--- config.mk ---
export PLATFORM = sky130hd
export DESIGN_NAME = one_shot_timer_table
export DESIGN_NICKNAME = d
export VERILOG_FILES = /design/src/rtl/core/ostt_pkg.sv /design/src/rtl/core/ostt_front.sv /design/src/rtl/core/ostt_back.sv /design/src/rtl/core/one_shot_timer_table.sv
export SDC_FILE = /design/constraint.sdc
export NUM_CORES = 2
export LEC_CHECK = 0
export BUFFER_PORTS_ARGS = -buffer_cell sky130_fd_sc_hd__buf_4
export CORE_MARGIN = 5
export CORE_UTILIZATION = 45
export DETAILED_ROUTE_END_ITERATION = 8
export GPL_TIMING_DRIVEN = 0
export SLEW_MARGIN = 10
export SYNTH_ARGS = -nofsm -noshare
export SYNTH_HDL_FRONTEND = slang
export SYNTH_HIERARCHICAL = 1
export SYNTH_SLANG_ARGS = --single-unit
--- constraint.sdc ---
create_clock -name clk_i -period 18.4 [get_ports clk_i]
set_input_delay 3.68 -clock clk_i [delete_from_list [all_inputs] [get_ports clk_i]]
set_output_delay 3.68 -clock clk_i [all_outputs]
set_load 0.1 [all_outputs]
--- src/rtl/core/ostt_pkg.sv ---
// shared types and constants for the one-shot timer table
// no dependencies; imported by every module of the block

package ostt_pkg;

  localparam int WORD_W   = 32;
  localparam int SLOT_W   = 4;
  localparam int Q_DEPTH  = 2;
  localparam int Q_PTR_W  = 1;
  localparam int Q_CNT_W  = 2;

  typedef enum logic {
    OP_TICK     = 1'b0,
    OP_REGISTER = 1'b1
  } op_e;

  typedef enum logic [1:0] {
    KIND_REGISTERED = 2'd0,
    KIND_FULL       = 2'd1,
    KIND_FIRED      = 2'd2
  } kind_e;

  typedef enum logic [1:0] {
    ST_IDLE,
    ST_REG,
    ST_TICK,
    ST_FLUSH
  } back_state_e;

  typedef struct packed {
    op_e               op;
    logic [WORD_W-1:0] handler;
    logic [WORD_W-1:0] ctx;
    logic [WORD_W-1:0] delay;
  } cmd_t;

  typedef struct packed {
    kind_e             kind;
    logic [SLOT_W-1:0] slot;
    logic [WORD_W-1:0] handler;
    logic [WORD_W-1:0] ctx;
    logic              last;
  } result_t;

endpackage

--- src/rtl/core/ostt_front.sv ---
// front end: accepts input transactions, decodes the operation, queues commands
// depends on ostt_pkg

module ostt_front import ostt_pkg::*; (
  input  logic              clk_i,
  input  logic              rst_ni,
  input  logic              s_valid_i,
  output logic              s_ready_o,
  input  logic              s_func_i,
  input  logic [WORD_W-1:0] s_handler_i,
  input  logic [WORD_W-1:0] s_ctx_i,
  input  logic [WORD_W-1:0] s_delay_i,
  output logic              cmd_valid_o,
  input  logic              cmd_ready_i,
  output cmd_t              cmd_o
);

  cmd_t               q_mem_q [Q_DEPTH];
  logic [Q_PTR_W-1:0] wr_ptr_q, rd_ptr_q;
  logic [Q_CNT_W-1:0] cnt_q, cnt_d;
  cmd_t               cmd_in;
  logic               push, pop;

  always_comb begin
    cmd_in.handler = s_handler_i;
    cmd_in.ctx     = s_ctx_i;
    cmd_in.delay   = s_delay_i;
    unique case (s_func_i)
      1'b1:    cmd_in.op = OP_REGISTER;
      default: cmd_in.op = OP_TICK;
    endcase
  end

  assign s_ready_o   = (cnt_q != Q_CNT_W'(Q_DEPTH));
  assign push        = s_valid_i && s_ready_o;
  assign cmd_valid_o = (cnt_q != '0);
  assign pop         = cmd_valid_o && cmd_ready_i;
  assign cmd_o       = q_mem_q[rd_ptr_q];

  always_comb begin
    cnt_d = cnt_q;
    if (push && !pop) begin
      cnt_d = cnt_q + 1'b1;
    end else if (pop && !push) begin
      cnt_d = cnt_q - 1'b1;
    end
  end

  always_ff @(posedge clk_i or negedge rst_ni) begin
    if (!rst_ni) begin
      wr_ptr_q <= '0;
      rd_ptr_q <= '0;
      cnt_q    <= '0;
    end else begin
      cnt_q <= cnt_d;
      if (push) begin
        wr_ptr_q <= wr_ptr_q + 1'b1;
      end
      if (pop) begin
        rd_ptr_q <= rd_ptr_q + 1'b1;
      end
    end
  end

  always_ff @(posedge clk_i) begin
    if (push) begin
      q_mem_q[wr_ptr_q] <= cmd_in;
    end
  end

endmodule

--- src/rtl/core/ostt_back.sv ---
// back end: slot scan for registration, pipelined slot walk for ticks,
// slot memories, pending fire result and output register; depends on ostt_pkg

module ostt_back import ostt_pkg::*; #(
  parameter int NUM_SLOTS = 16
) (
  input  logic    clk_i,
  input  logic    rst_ni,
  input  logic    cmd_valid_i,
  output logic    cmd_ready_o,
  input  cmd_t    cmd_i,
  output logic    res_valid_o,
  input  logic    res_ready_i,
  output result_t res_o
);

  localparam int IDX_W = (NUM_SLOTS > 1) ? $clog2(NUM_SLOTS) : 1;
  localparam int CNT_W = $clog2(NUM_SLOTS + 1);

  function automatic logic [SLOT_W-1:0] to_slot(input logic [IDX_W-1:0] idx);
    logic [SLOT_W+IDX_W-1:0] ext;
    ext = {{SLOT_W{1'b0}}, idx};
    return ext[SLOT_W-1:0];
  endfunction

  back_state_e          state_q, state_d;
  logic [CNT_W-1:0]     idx_q, idx_d;
  logic                 s1_vld_q, s1_vld_d;
  logic [IDX_W-1:0]     s1_idx_q, s1_idx_d;
  logic [NUM_SLOTS-1:0] occ_q, occ_d;
  logic                 pend_vld_q, pend_vld_d;
  result_t              pend_q, pend_d;
  logic                 out_vld_q, out_vld_d;
  result_t              out_q, out_d;
  logic [WORD_W-1:0]    req_handler_q, req_ctx_q, req_delay_q;

  logic [WORD_W-1:0]    hdl_mem [NUM_SLOTS];
  logic [WORD_W-1:0]    ctx_mem [NUM_SLOTS];
  logic [WORD_W-1:0]    cnt_mem [NUM_SLOTS];
  logic [WORD_W-1:0]    hdl_rd_q, ctx_rd_q, cnt_rd_q;

  logic                 rd_en, reg_we, cnt_we;
  logic [IDX_W-1:0]     cur_idx, cnt_wa;
  logic [WORD_W-1:0]    cnt_wd;
  logic                 out_free, s1_fire;
  result_t              fire_res;

  assign cur_idx     = idx_q[IDX_W-1:0];
  assign out_free    = !out_vld_q || res_ready_i;
  assign res_valid_o = out_vld_q;
  assign res_o       = out_q;
  assign s1_fire     = s1_vld_q && occ_q[s1_idx_q] && (cnt_rd_q == '0);

  always_comb begin
    state_d     = state_q;
    idx_d       = idx_q;
    s1_vld_d    = s1_vld_q;
    s1_idx_d    = s1_idx_q;
    occ_d       = occ_q;
    pend_vld_d  = pend_vld_q;
    pend_d      = pend_q;
    out_vld_d   = out_vld_q && !res_ready_i;
    out_d       = out_q;
    cmd_ready_o = 1'b0;
    rd_en       = 1'b0;
    reg_we      = 1'b0;
    cnt_we      = 1'b0;
    cnt_wa      = cur_idx;
    cnt_wd      = req_delay_q;

    fire_res.kind    = KIND_FIRED;
    fire_res.slot    = to_slot(s1_idx_q);
    fire_res.handler = hdl_rd_q;
    fire_res.ctx     = ctx_rd_q;
    fire_res.last    = 1'b0;

    unique case (state_q)
      ST_IDLE: begin
        cmd_ready_o = 1'b1;
        if (cmd_valid_i) begin
          idx_d    = '0;
          s1_vld_d = 1'b0;
          state_d  = (cmd_i.op == OP_REGISTER) ? ST_REG : ST_TICK;
        end
      end
      ST_REG: begin
        if (!occ_q[cur_idx]) begin
          if (out_free) begin
            reg_we          = 1'b1;
            cnt_we          = 1'b1;
            occ_d[cur_idx]  = (req_handler_q != '0);
            out_vld_d       = 1'b1;
            out_d.kind      = KIND_REGISTERED;
            out_d.slot      = to_slot(cur_idx);
            out_d.handler   = '0;
            out_d.ctx       = '0;
            out_d.last      = 1'b1;
            state_d         = ST_IDLE;
          end
        end else if (idx_q == CNT_W'(NUM_SLOTS - 1)) begin
          if (out_free) begin
            out_vld_d     = 1'b1;
            out_d.kind    = KIND_FULL;
            out_d.slot    = '0;
            out_d.handler = '0;
            out_d.ctx     = '0;
            out_d.last    = 1'b1;
            state_d       = ST_IDLE;
          end
        end else begin
          idx_d = idx_q + 1'b1;
        end
      end
      ST_TICK: begin
        if (!s1_vld_q && idx_q == CNT_W'(NUM_SLOTS)) begin
          state_d = ST_FLUSH;
        end else if (!(s1_fire && pend_vld_q && !out_free)) begin
          rd_en    = (idx_q != CNT_W'(NUM_SLOTS));
          s1_vld_d = rd_en;
          s1_idx_d = cur_idx;
          if (rd_en) begin
            idx_d = idx_q + 1'b1;
          end
          if (s1_vld_q && occ_q[s1_idx_q]) begin
            if (s1_fire) begin
              occ_d[s1_idx_q] = 1'b0;
              if (pend_vld_q) begin
                out_vld_d = 1'b1;
                out_d     = pend_q;
              end
              pend_vld_d = 1'b1;
              pend_d     = fire_res;
            end else begin
              cnt_we = 1'b1;
              cnt_wa = s1_idx_q;
              cnt_wd = cnt_rd_q - 1'b1;
            end
          end
        end
      end
      ST_FLUSH: begin
        if (!pend_vld_q) begin
          state_d = ST_IDLE;
        end else if (out_free) begin
          out_vld_d  = 1'b1;
          out_d      = pend_q;
          out_d.last = 1'b1;
          pend_vld_d = 1'b0;
          state_d    = ST_IDLE;
        end
      end
      default: state_d = ST_IDLE;
    endcase
  end

  always_ff @(posedge clk_i or negedge rst_ni) begin
    if (!rst_ni) begin
      state_q    <= ST_IDLE;
      idx_q      <= '0;
      s1_vld_q   <= 1'b0;
      occ_q      <= '0;
      pend_vld_q <= 1'b0;
      out_vld_q  <= 1'b0;
    end else begin
      state_q    <= state_d;
      idx_q      <= idx_d;
      s1_vld_q   <= s1_vld_d;
      occ_q      <= occ_d;
      pend_vld_q <= pend_vld_d;
      out_vld_q  <= out_vld_d;
    end
  end

  always_ff @(posedge clk_i) begin
    s1_idx_q <= s1_idx_d;
    pend_q   <= pend_d;
    out_q    <= out_d;
    if (cmd_valid_i && cmd_ready_o) begin
      req_handler_q <= cmd_i.handler;
      req_ctx_q     <= cmd_i.ctx;
      req_delay_q   <= cmd_i.delay;
    end
  end

  // slot memories, registered read
  always_ff @(posedge clk_i) begin
    if (reg_we) begin
      hdl_mem[cur_idx] <= req_handler_q;
      ctx_mem[cur_idx] <= req_ctx_q;
    end
    if (cnt_we) begin
      cnt_mem[cnt_wa] <= cnt_wd;
    end
    if (rd_en) begin
      hdl_rd_q <= hdl_mem[cur_idx];
      ctx_rd_q <= ctx_mem[cur_idx];
      cnt_rd_q <= cnt_mem[cur_idx];
    end
  end

endmodule

--- src/rtl/core/one_shot_timer_table.sv ---
// top level of the one-shot timer table: stream ports, front queue and back engine
// depends on ostt_pkg, ostt_front and ostt_back
//
// channel   direction  handshake                  payload
// s_axis    in         s_axis_tvalid/tready       tuser func; tdata handler, context, delay
// m_axis    out        m_axis_tvalid/tready       tuser kind; tdata slot, handler, context; tlast
//
// a register transaction scans slots one per cycle from slot 0 until it finds a free one or all are taken
// a tick walks every slot through the slot memory read port, one slot per cycle
// while no fired result is held back by a stalled output
// the two-entry input queue accepts until full while the engine works or the output stalls
// reset marks every slot free at once; no clearing pass

module one_shot_timer_table import ostt_pkg::*; #(
  parameter int NUM_SLOTS = 16
) (
  input  logic        clk_i,
  input  logic        rst_ni,
  input  logic        s_axis_tvalid,
  output logic        s_axis_tready,
  input  logic [95:0] s_axis_tdata,  // handler, context_req, delay
  input  logic        s_axis_tuser,  // func
  output logic        m_axis_tvalid,
  input  logic        m_axis_tready,
  output logic [71:0] m_axis_tdata,  // slot, fired_handler, fired_context, zero pad
  output logic [1:0]  m_axis_tuser,  // kind
  output logic        m_axis_tlast
);

  logic    cmd_valid, cmd_ready;
  cmd_t    cmd;
  result_t res;

  ostt_front u_front (
    .clk_i       (clk_i),
    .rst_ni      (rst_ni),
    .s_valid_i   (s_axis_tvalid),
    .s_ready_o   (s_axis_tready),
    .s_func_i    (s_axis_tuser),
    .s_handler_i (s_axis_tdata[31:0]),
    .s_ctx_i     (s_axis_tdata[63:32]),
    .s_delay_i   (s_axis_tdata[95:64]),
    .cmd_valid_o (cmd_valid),
    .cmd_ready_i (cmd_ready),
    .cmd_o       (cmd)
  );

  ostt_back #(
    .NUM_SLOTS (NUM_SLOTS)
  ) u_back (
    .clk_i       (clk_i),
    .rst_ni      (rst_ni),
    .cmd_valid_i (cmd_valid),
    .cmd_ready_o (cmd_ready),
    .cmd_i       (cmd),
    .res_valid_o (m_axis_tvalid),
    .res_ready_i (m_axis_tready),
    .res_o       (res)
  );

  assign m_axis_tdata = {4'b0000, res.ctx, res.handler, res.slot};
  assign m_axis_tuser = res.kind;
  assign m_axis_tlast = res.last;

endmodule
== Word level (Yosys, flattened, before mapping) ==
Memory sizes are Yosys's and may differ from the RTL's. A register that Yosys moved wholly into a read port is not among the register bits.
Index checks and enable logic that the tools add are counted.
Storage, ports and cells
  latch bits: 0
  memories: 4
  register bits: 269
  input port bits: 101
  bits in read-only memories: 0
  RAM bits: 1730
Memory list
  u_back.cnt_mem: words 16, width 32, read ports 1, clocked after memory_dff 1, write ports 1, line ostt_back.sv:39  | logic [WORD_W-1:0] cnt_mem [NUM_SLOTS];
  u_back.ctx_mem: words 16, width 32, read ports 1, clocked after memory_dff 1, write ports 1, line ostt_back.sv:38  | logic [WORD_W-1:0] ctx_mem [NUM_SLOTS];
  u_back.hdl_mem: words 16, width 32, read ports 1, clocked after memory_dff 1, write ports 1, line ostt_back.sv:37  | logic [WORD_W-1:0] hdl_mem [NUM_SLOTS];
  u_front.q_mem_q: words 2, width 97, read ports 1, clocked after memory_dff 0, write ports 1, line ostt_front.sv:18  | cmd_t q_mem_q [Q_DEPTH];
Operators by class
  add/sub/neg operators: 6
  bitwise operators: 4
  reductions and logical operators: 37
  shifts and indexed selects: 0
  div/mod/pow operators: 0
  $lt $le $gt $ge: 4
  muxes and demuxes: 95
  multipliers: 0
  equality and inequality tests: 22
Operators with widths (count)
  $mux W71: 11
  $pmux W71 S3: 1
  $mux W32: 5
  $mux W16: 6
  $mux W1: 40
  $logic_not A32 Y1: 1
  $pmux W16 S2: 1
  $reduce_bool A32 Y1: 1
  $sub A32 B1 Y32 const B: 1
  $mux W5: 6
  $mux W4: 5
  $ne A2 B1 Y1 const B: 10
  $mux W2: 9
  $and A16 B16 Y16: 1
  $bwmux W16: 1
  $not A16 Y16: 1
  $pmux W5 S3: 1
  $reduce_and A7 Y1: 2
  $logic_and A1 B1 Y1: 12
  $lt A4 B5 Y1 const B: 2
  $ne A2 B2 Y1 const B: 5
  $reduce_and A10 Y1: 1
  $reduce_and A5 Y1: 2
  $reduce_bool A2 Y1: 5
  23 further kinds: 38

== Depth between registers and ports, before layout ==
  depth in word-level cells: 11
  mapped depth: 11
  gate-level depth less buffers: 8

== Hierarchy ==
The synthesis kept the hierarchy.
By module, submodules not included
  ostt_back: seq. area each 56834.5 um^2, area an instance 71358.4 um^2, cells an instance 3007, instances 1
  ostt_front: seq. area each 5925.7 um^2, area an instance 7267.0 um^2, cells an instance 320, instances 1
  one_shot_timer_table: seq. area each 0.0 um^2, area an instance 33.8 um^2, cells an instance 5, instances 1

== Least setup slack after synthesis ==
OpenSTA, ideal clock, no wires.
  kind: input to register
  start: input m_axis_tready
  end: register u_back.cnt_rd_q[0], read port of u_back.cnt_mem, enable pin
  buffers on the path: 0
  stages: 4
  library setup time: 0.562 ns
  arrival time: 8.223 ns
  path slack: 9.615 ns
  cells stage by stage: nor2b_1 -> nand2_1 -> o21ai_0 -> nor2b_1
Between the ends
  cells in the longest elaborated chain, start to end: 6
Ends and longest elaborated chain
  start, declared: line one_shot_timer_table.sv:24  | input logic m_axis_tready,
  $logic_or A1 B1 Y1: line ostt_back.sv:49  | assign out_free = !out_vld_q || res_ready_i;
  $logic_not A1 Y1: line ostt_back.sv:117  | end else if (!(s1_fire && pend_vld_q && !out_free)) begin
  $logic_and A1 B1 Y1: line ostt_back.sv:117
  $mux W1: line ostt_back.sv:117
  $mux W1: line ostt_back.sv:115  | if (!s1_vld_q && idx_q == CNT_W'(NUM_SLOTS)) begin
  $mux W1: line ostt_back.sv:77  | unique case (state_q)
  via u_back.rd_en: line ostt_back.sv:42  | logic rd_en, reg_we, cnt_we;
  end, declared: line ostt_back.sv:40  | logic [WORD_W-1:0] hdl_rd_q, ctx_rd_q, cnt_rd_q;
The timed path passes the listed nets, and every way through them passes these cells.
A chain may end at the register's enable or synchronous reset.

== Worst setup path in the final report ==
  start: input m_axis_tready
  end: memory u_back.ctx_mem[4][17], enable pin
Between the ends
  cells in the longest elaborated chain, start to end: 6
Ends and longest elaborated chain
  $logic_or A1 B1 Y1: line ostt_back.sv:49
  $mux W1: line ostt_back.sv:88  | if (out_free) begin
  $mux W1: line ostt_back.sv:87  | if (!occ_q[cur_idx]) begin
  $mux W1: line ostt_back.sv:77
  $mux W1: line ostt_back.sv:187  | if (reg_we) begin
  $mux W1 (not written as such): line ostt_back.sv:189  | ctx_mem[cur_idx] <= req_ctx_q;
  end, declared: line ostt_back.sv:38
Every way passes these cells.

==> results.cfg <==
[clock_network]
postCtsSetupBuffers = 0
cts.htree.levels = 4
cts_tree = done
path_clk_slew_ps = 60
clockBufferDepth = 3
cts_buffers = 212
clock_latency_ps = 860
post_cts_resized = 0
postCtsHoldBufs = 0
cts-root-buf = clkbuf_16
cts.sinks = 2095

[worst_setup_path]
worstSetupEndpointType = register
path_buf_inv = 6
cpLargestDelayFamily = buffers and inverters
path_max_fanout = 16
worstPathCellList = buf_4 > nand2b_1 > nand3b_4 > clkbuf_1 > clkbuf_1 > nor2_4 > buf_16 > buf_12 > buf_16
path_class = primary input to register
crit_path_max_incr_delay_ps = 1010
start_kind = primary input
slowest_stage = clkbuf_1
cp.arrival_ps = 6970
path_depth = 9
required_ps = 18940
ff2ff_path_depth = 9

[synthesis]
syn_area_per_cell_um2 = 23.61
synth.distinct_cells = 56
synth_area_mm2 = 0.07866
synthTopCellsByArea = edfxtp_1 (79%), mux4_2 (14%), mux2_2 (1.3%), dfrtp_1 (0.95%), clkbuf_1 (0.54%)
yosys.area.top_type_share = 0.7883
yosys_warnings = 6
ys_ff_latch = 2095
async_flop_share = 0.01432
synth_ff_type = edfxtp_1
ys_seq_area_frac = 0.7979
yosys.area.top_type = edfxtp_1
netlist_instances = 3332
synth_edf_count = 2065

[timing]
setup-violations-final = 0
hold_viol = 0
post-route-period-util = 0.3498
fin_ws_ps = 11960
hold_ws_ps = 406.8
worstMarginPinSlew_ps = 1366
slew_viol_final = 0
rsz0062_at_grt = false
relSlewSlack = 0.08937
fin_skew_ps = 81.18
setup_tns_ps = 0
min_period_ps = 6436
achievable-frequency_mhz = 155.4

[place]
placed_cell_area_mm2 = 0.08559
pre_cts_ws_ps = 11190
place_congestion = 0.8460
portBuffers = 173
dp_hpwl_um = 121900

[flow_run]
drv_cap = 0

[global_route]
grt_overflow = 0
grt_pass1_vias = 38000
grt_max_degree = 40
antenna_found_initial = 3
gr-usage-all-layers = 0.2079
grt_pass1_wl_um = 275200

[cells_and_area]
utilization = 0.5331
layout-drive-gt1-share = 0.3178
final_common_cell = edfxtp_1
final_area_mm2 = 0.09266
seq_area_mm2 = 0.06276
area_delta_synth_final_pct = 17.80
final_cell_mix = edfxtp_1 (2065), mux4_2 (487), clkbuf_16 (213)
multi_input_area_mm2 = 0.01542
fillers = 13380
final_nets = 3973

[routing]
num_vias = 36780
routed_wl_um = 190700
drc = 0
routedWlPerCell_um = 29.92
vias_per_cell = 5.772
first_iter_violations = 3849
postRouteAntennaNets = 0
first_pass_iters = 5

[floorplanning]
rows = 153
dieWidth_um = 428.1
start_util = 0.4525
core_mm2 = 0.1738
die_h_um = 428.1
ios = 178
dieArea_mm2 = 0.1833

[worst_hold_path]
min_path_type = register to register
hold_depth = 0

[status]
status = completed

[power_and_ir_drop]
power_density_mw_per_mm2 = 161.2
power_leakage_nw = 28.92
vdd_drop_max_mv = 0.1175
==> where the power goes <==
group	internal, W	leakage, nW	switching, W
registers	0.00647	19.1	0.000477
clock network	0.00245	3.41	0.00183
logic	0.00131	6.43	0.00239
==> logic make-up after synthesis <==
logic type / after synthesis / share of synthesized area
compound gates: 150 / 0.01228
xor+xnor: 34 / 0.003786
fa+ha+maj: 12 / 0.001909
buf+inv: 177 / 0.009321
flops: 2095 / 0.7979
mux: 604 / 0.1570
other cells: 1 / 0.00004767
simple gates: 259 / 0.01775
==> metrics by stage <==
| step | total power, W | std cells |
|---|---|---|
| after CTS | 0.01508 | 6363 |
| final | 0.01493 | 6372 |
| after detailed placement | 0.01080 | 5965 |
| after global routing | 0.01552 | 6370 |
| after floorplan | 0.009321 | 3335 |
| after global placement | 0.01069 | 5833 |
==> final timing paths <==
check                                                    from                               to  slack, ps
worst max-delay path                            m_axis_tready  u_back/ctx_mem[4][17]$_DFFE_PP_      11960
worst min-delay path            u_back/hdl_rd_q[21]$_DFFE_PP_      u_back/pend_q[54]$_DFFE_PP_        410
worst max register to register  u_back/cnt_rd_q[16]$_DFFE_PP_  u_back/cnt_mem[8][19]$_DFFE_PP_      13320
worst min register to register  u_back/hdl_rd_q[21]$_DFFE_PP_      u_back/pend_q[54]$_DFFE_PP_        410
max in group asynchronous                              rst_ni      u_back/occ_q[9]$_DFFE_PN0P_      15210
min in group asynchronous                              rst_ni     u_front/wr_ptr_q$_DFFE_PN0P_       2770
==> flip-flops by register name (all words and copies together) (netlist names), 32 cells and up <==
signal / count
u_back/cnt_mem: 512
u_back/ctx_rd_q: 32
u_back/res_o: 71
u_back/hdl_rd_q: 32
u_back/hdl_mem: 512
u_back/req_handler_q: 32
u_back/req_delay_q: 32
u_back/cnt_rd_q: 32
u_back/req_ctx_q: 32
u_front/q_mem_q: 194
u_back/pend_q: 68
u_back/ctx_mem: 512
==> metal layers <==
layer  wire (um)  GRT usage  vias to the layer above
met4        6459    0.07025                        0
met5           0          0                        -
met3       12830    0.03652                      300
li1            -          -                    15170
met1       78340     0.2905                    19850
met2       93050     0.3355                     1461
==> cells in the mapped netlist (20+ instances only) <==
master    instances
mux2_2           90
nand2_1          46
mux4_2          487
and2_1           68
edfxtp_1       2065
buf_1            24
xnor2_1          24
mux2_4           20
dfrtp_1          30
o21ai_0          55
nor2_1           42
nand3_1          22
clkbuf_1        114
==> area by class of cell <==
cell class / instances / share of cell area
buffer: 160 / 0.007373
inverter: 17 / 0.0006887
tap: 2325 / 0.03140
multi-input combinational: 1063 / 0.1664
sequential: 2095 / 0.6773
antenna: 3 / 0.00008102
timing repair buffer: 311 / 0.04106
clock inverter: 134 / 0.01587
clock buffer: 264 / 0.05981
No activity file was read; power rests on OpenSTA's default activity.
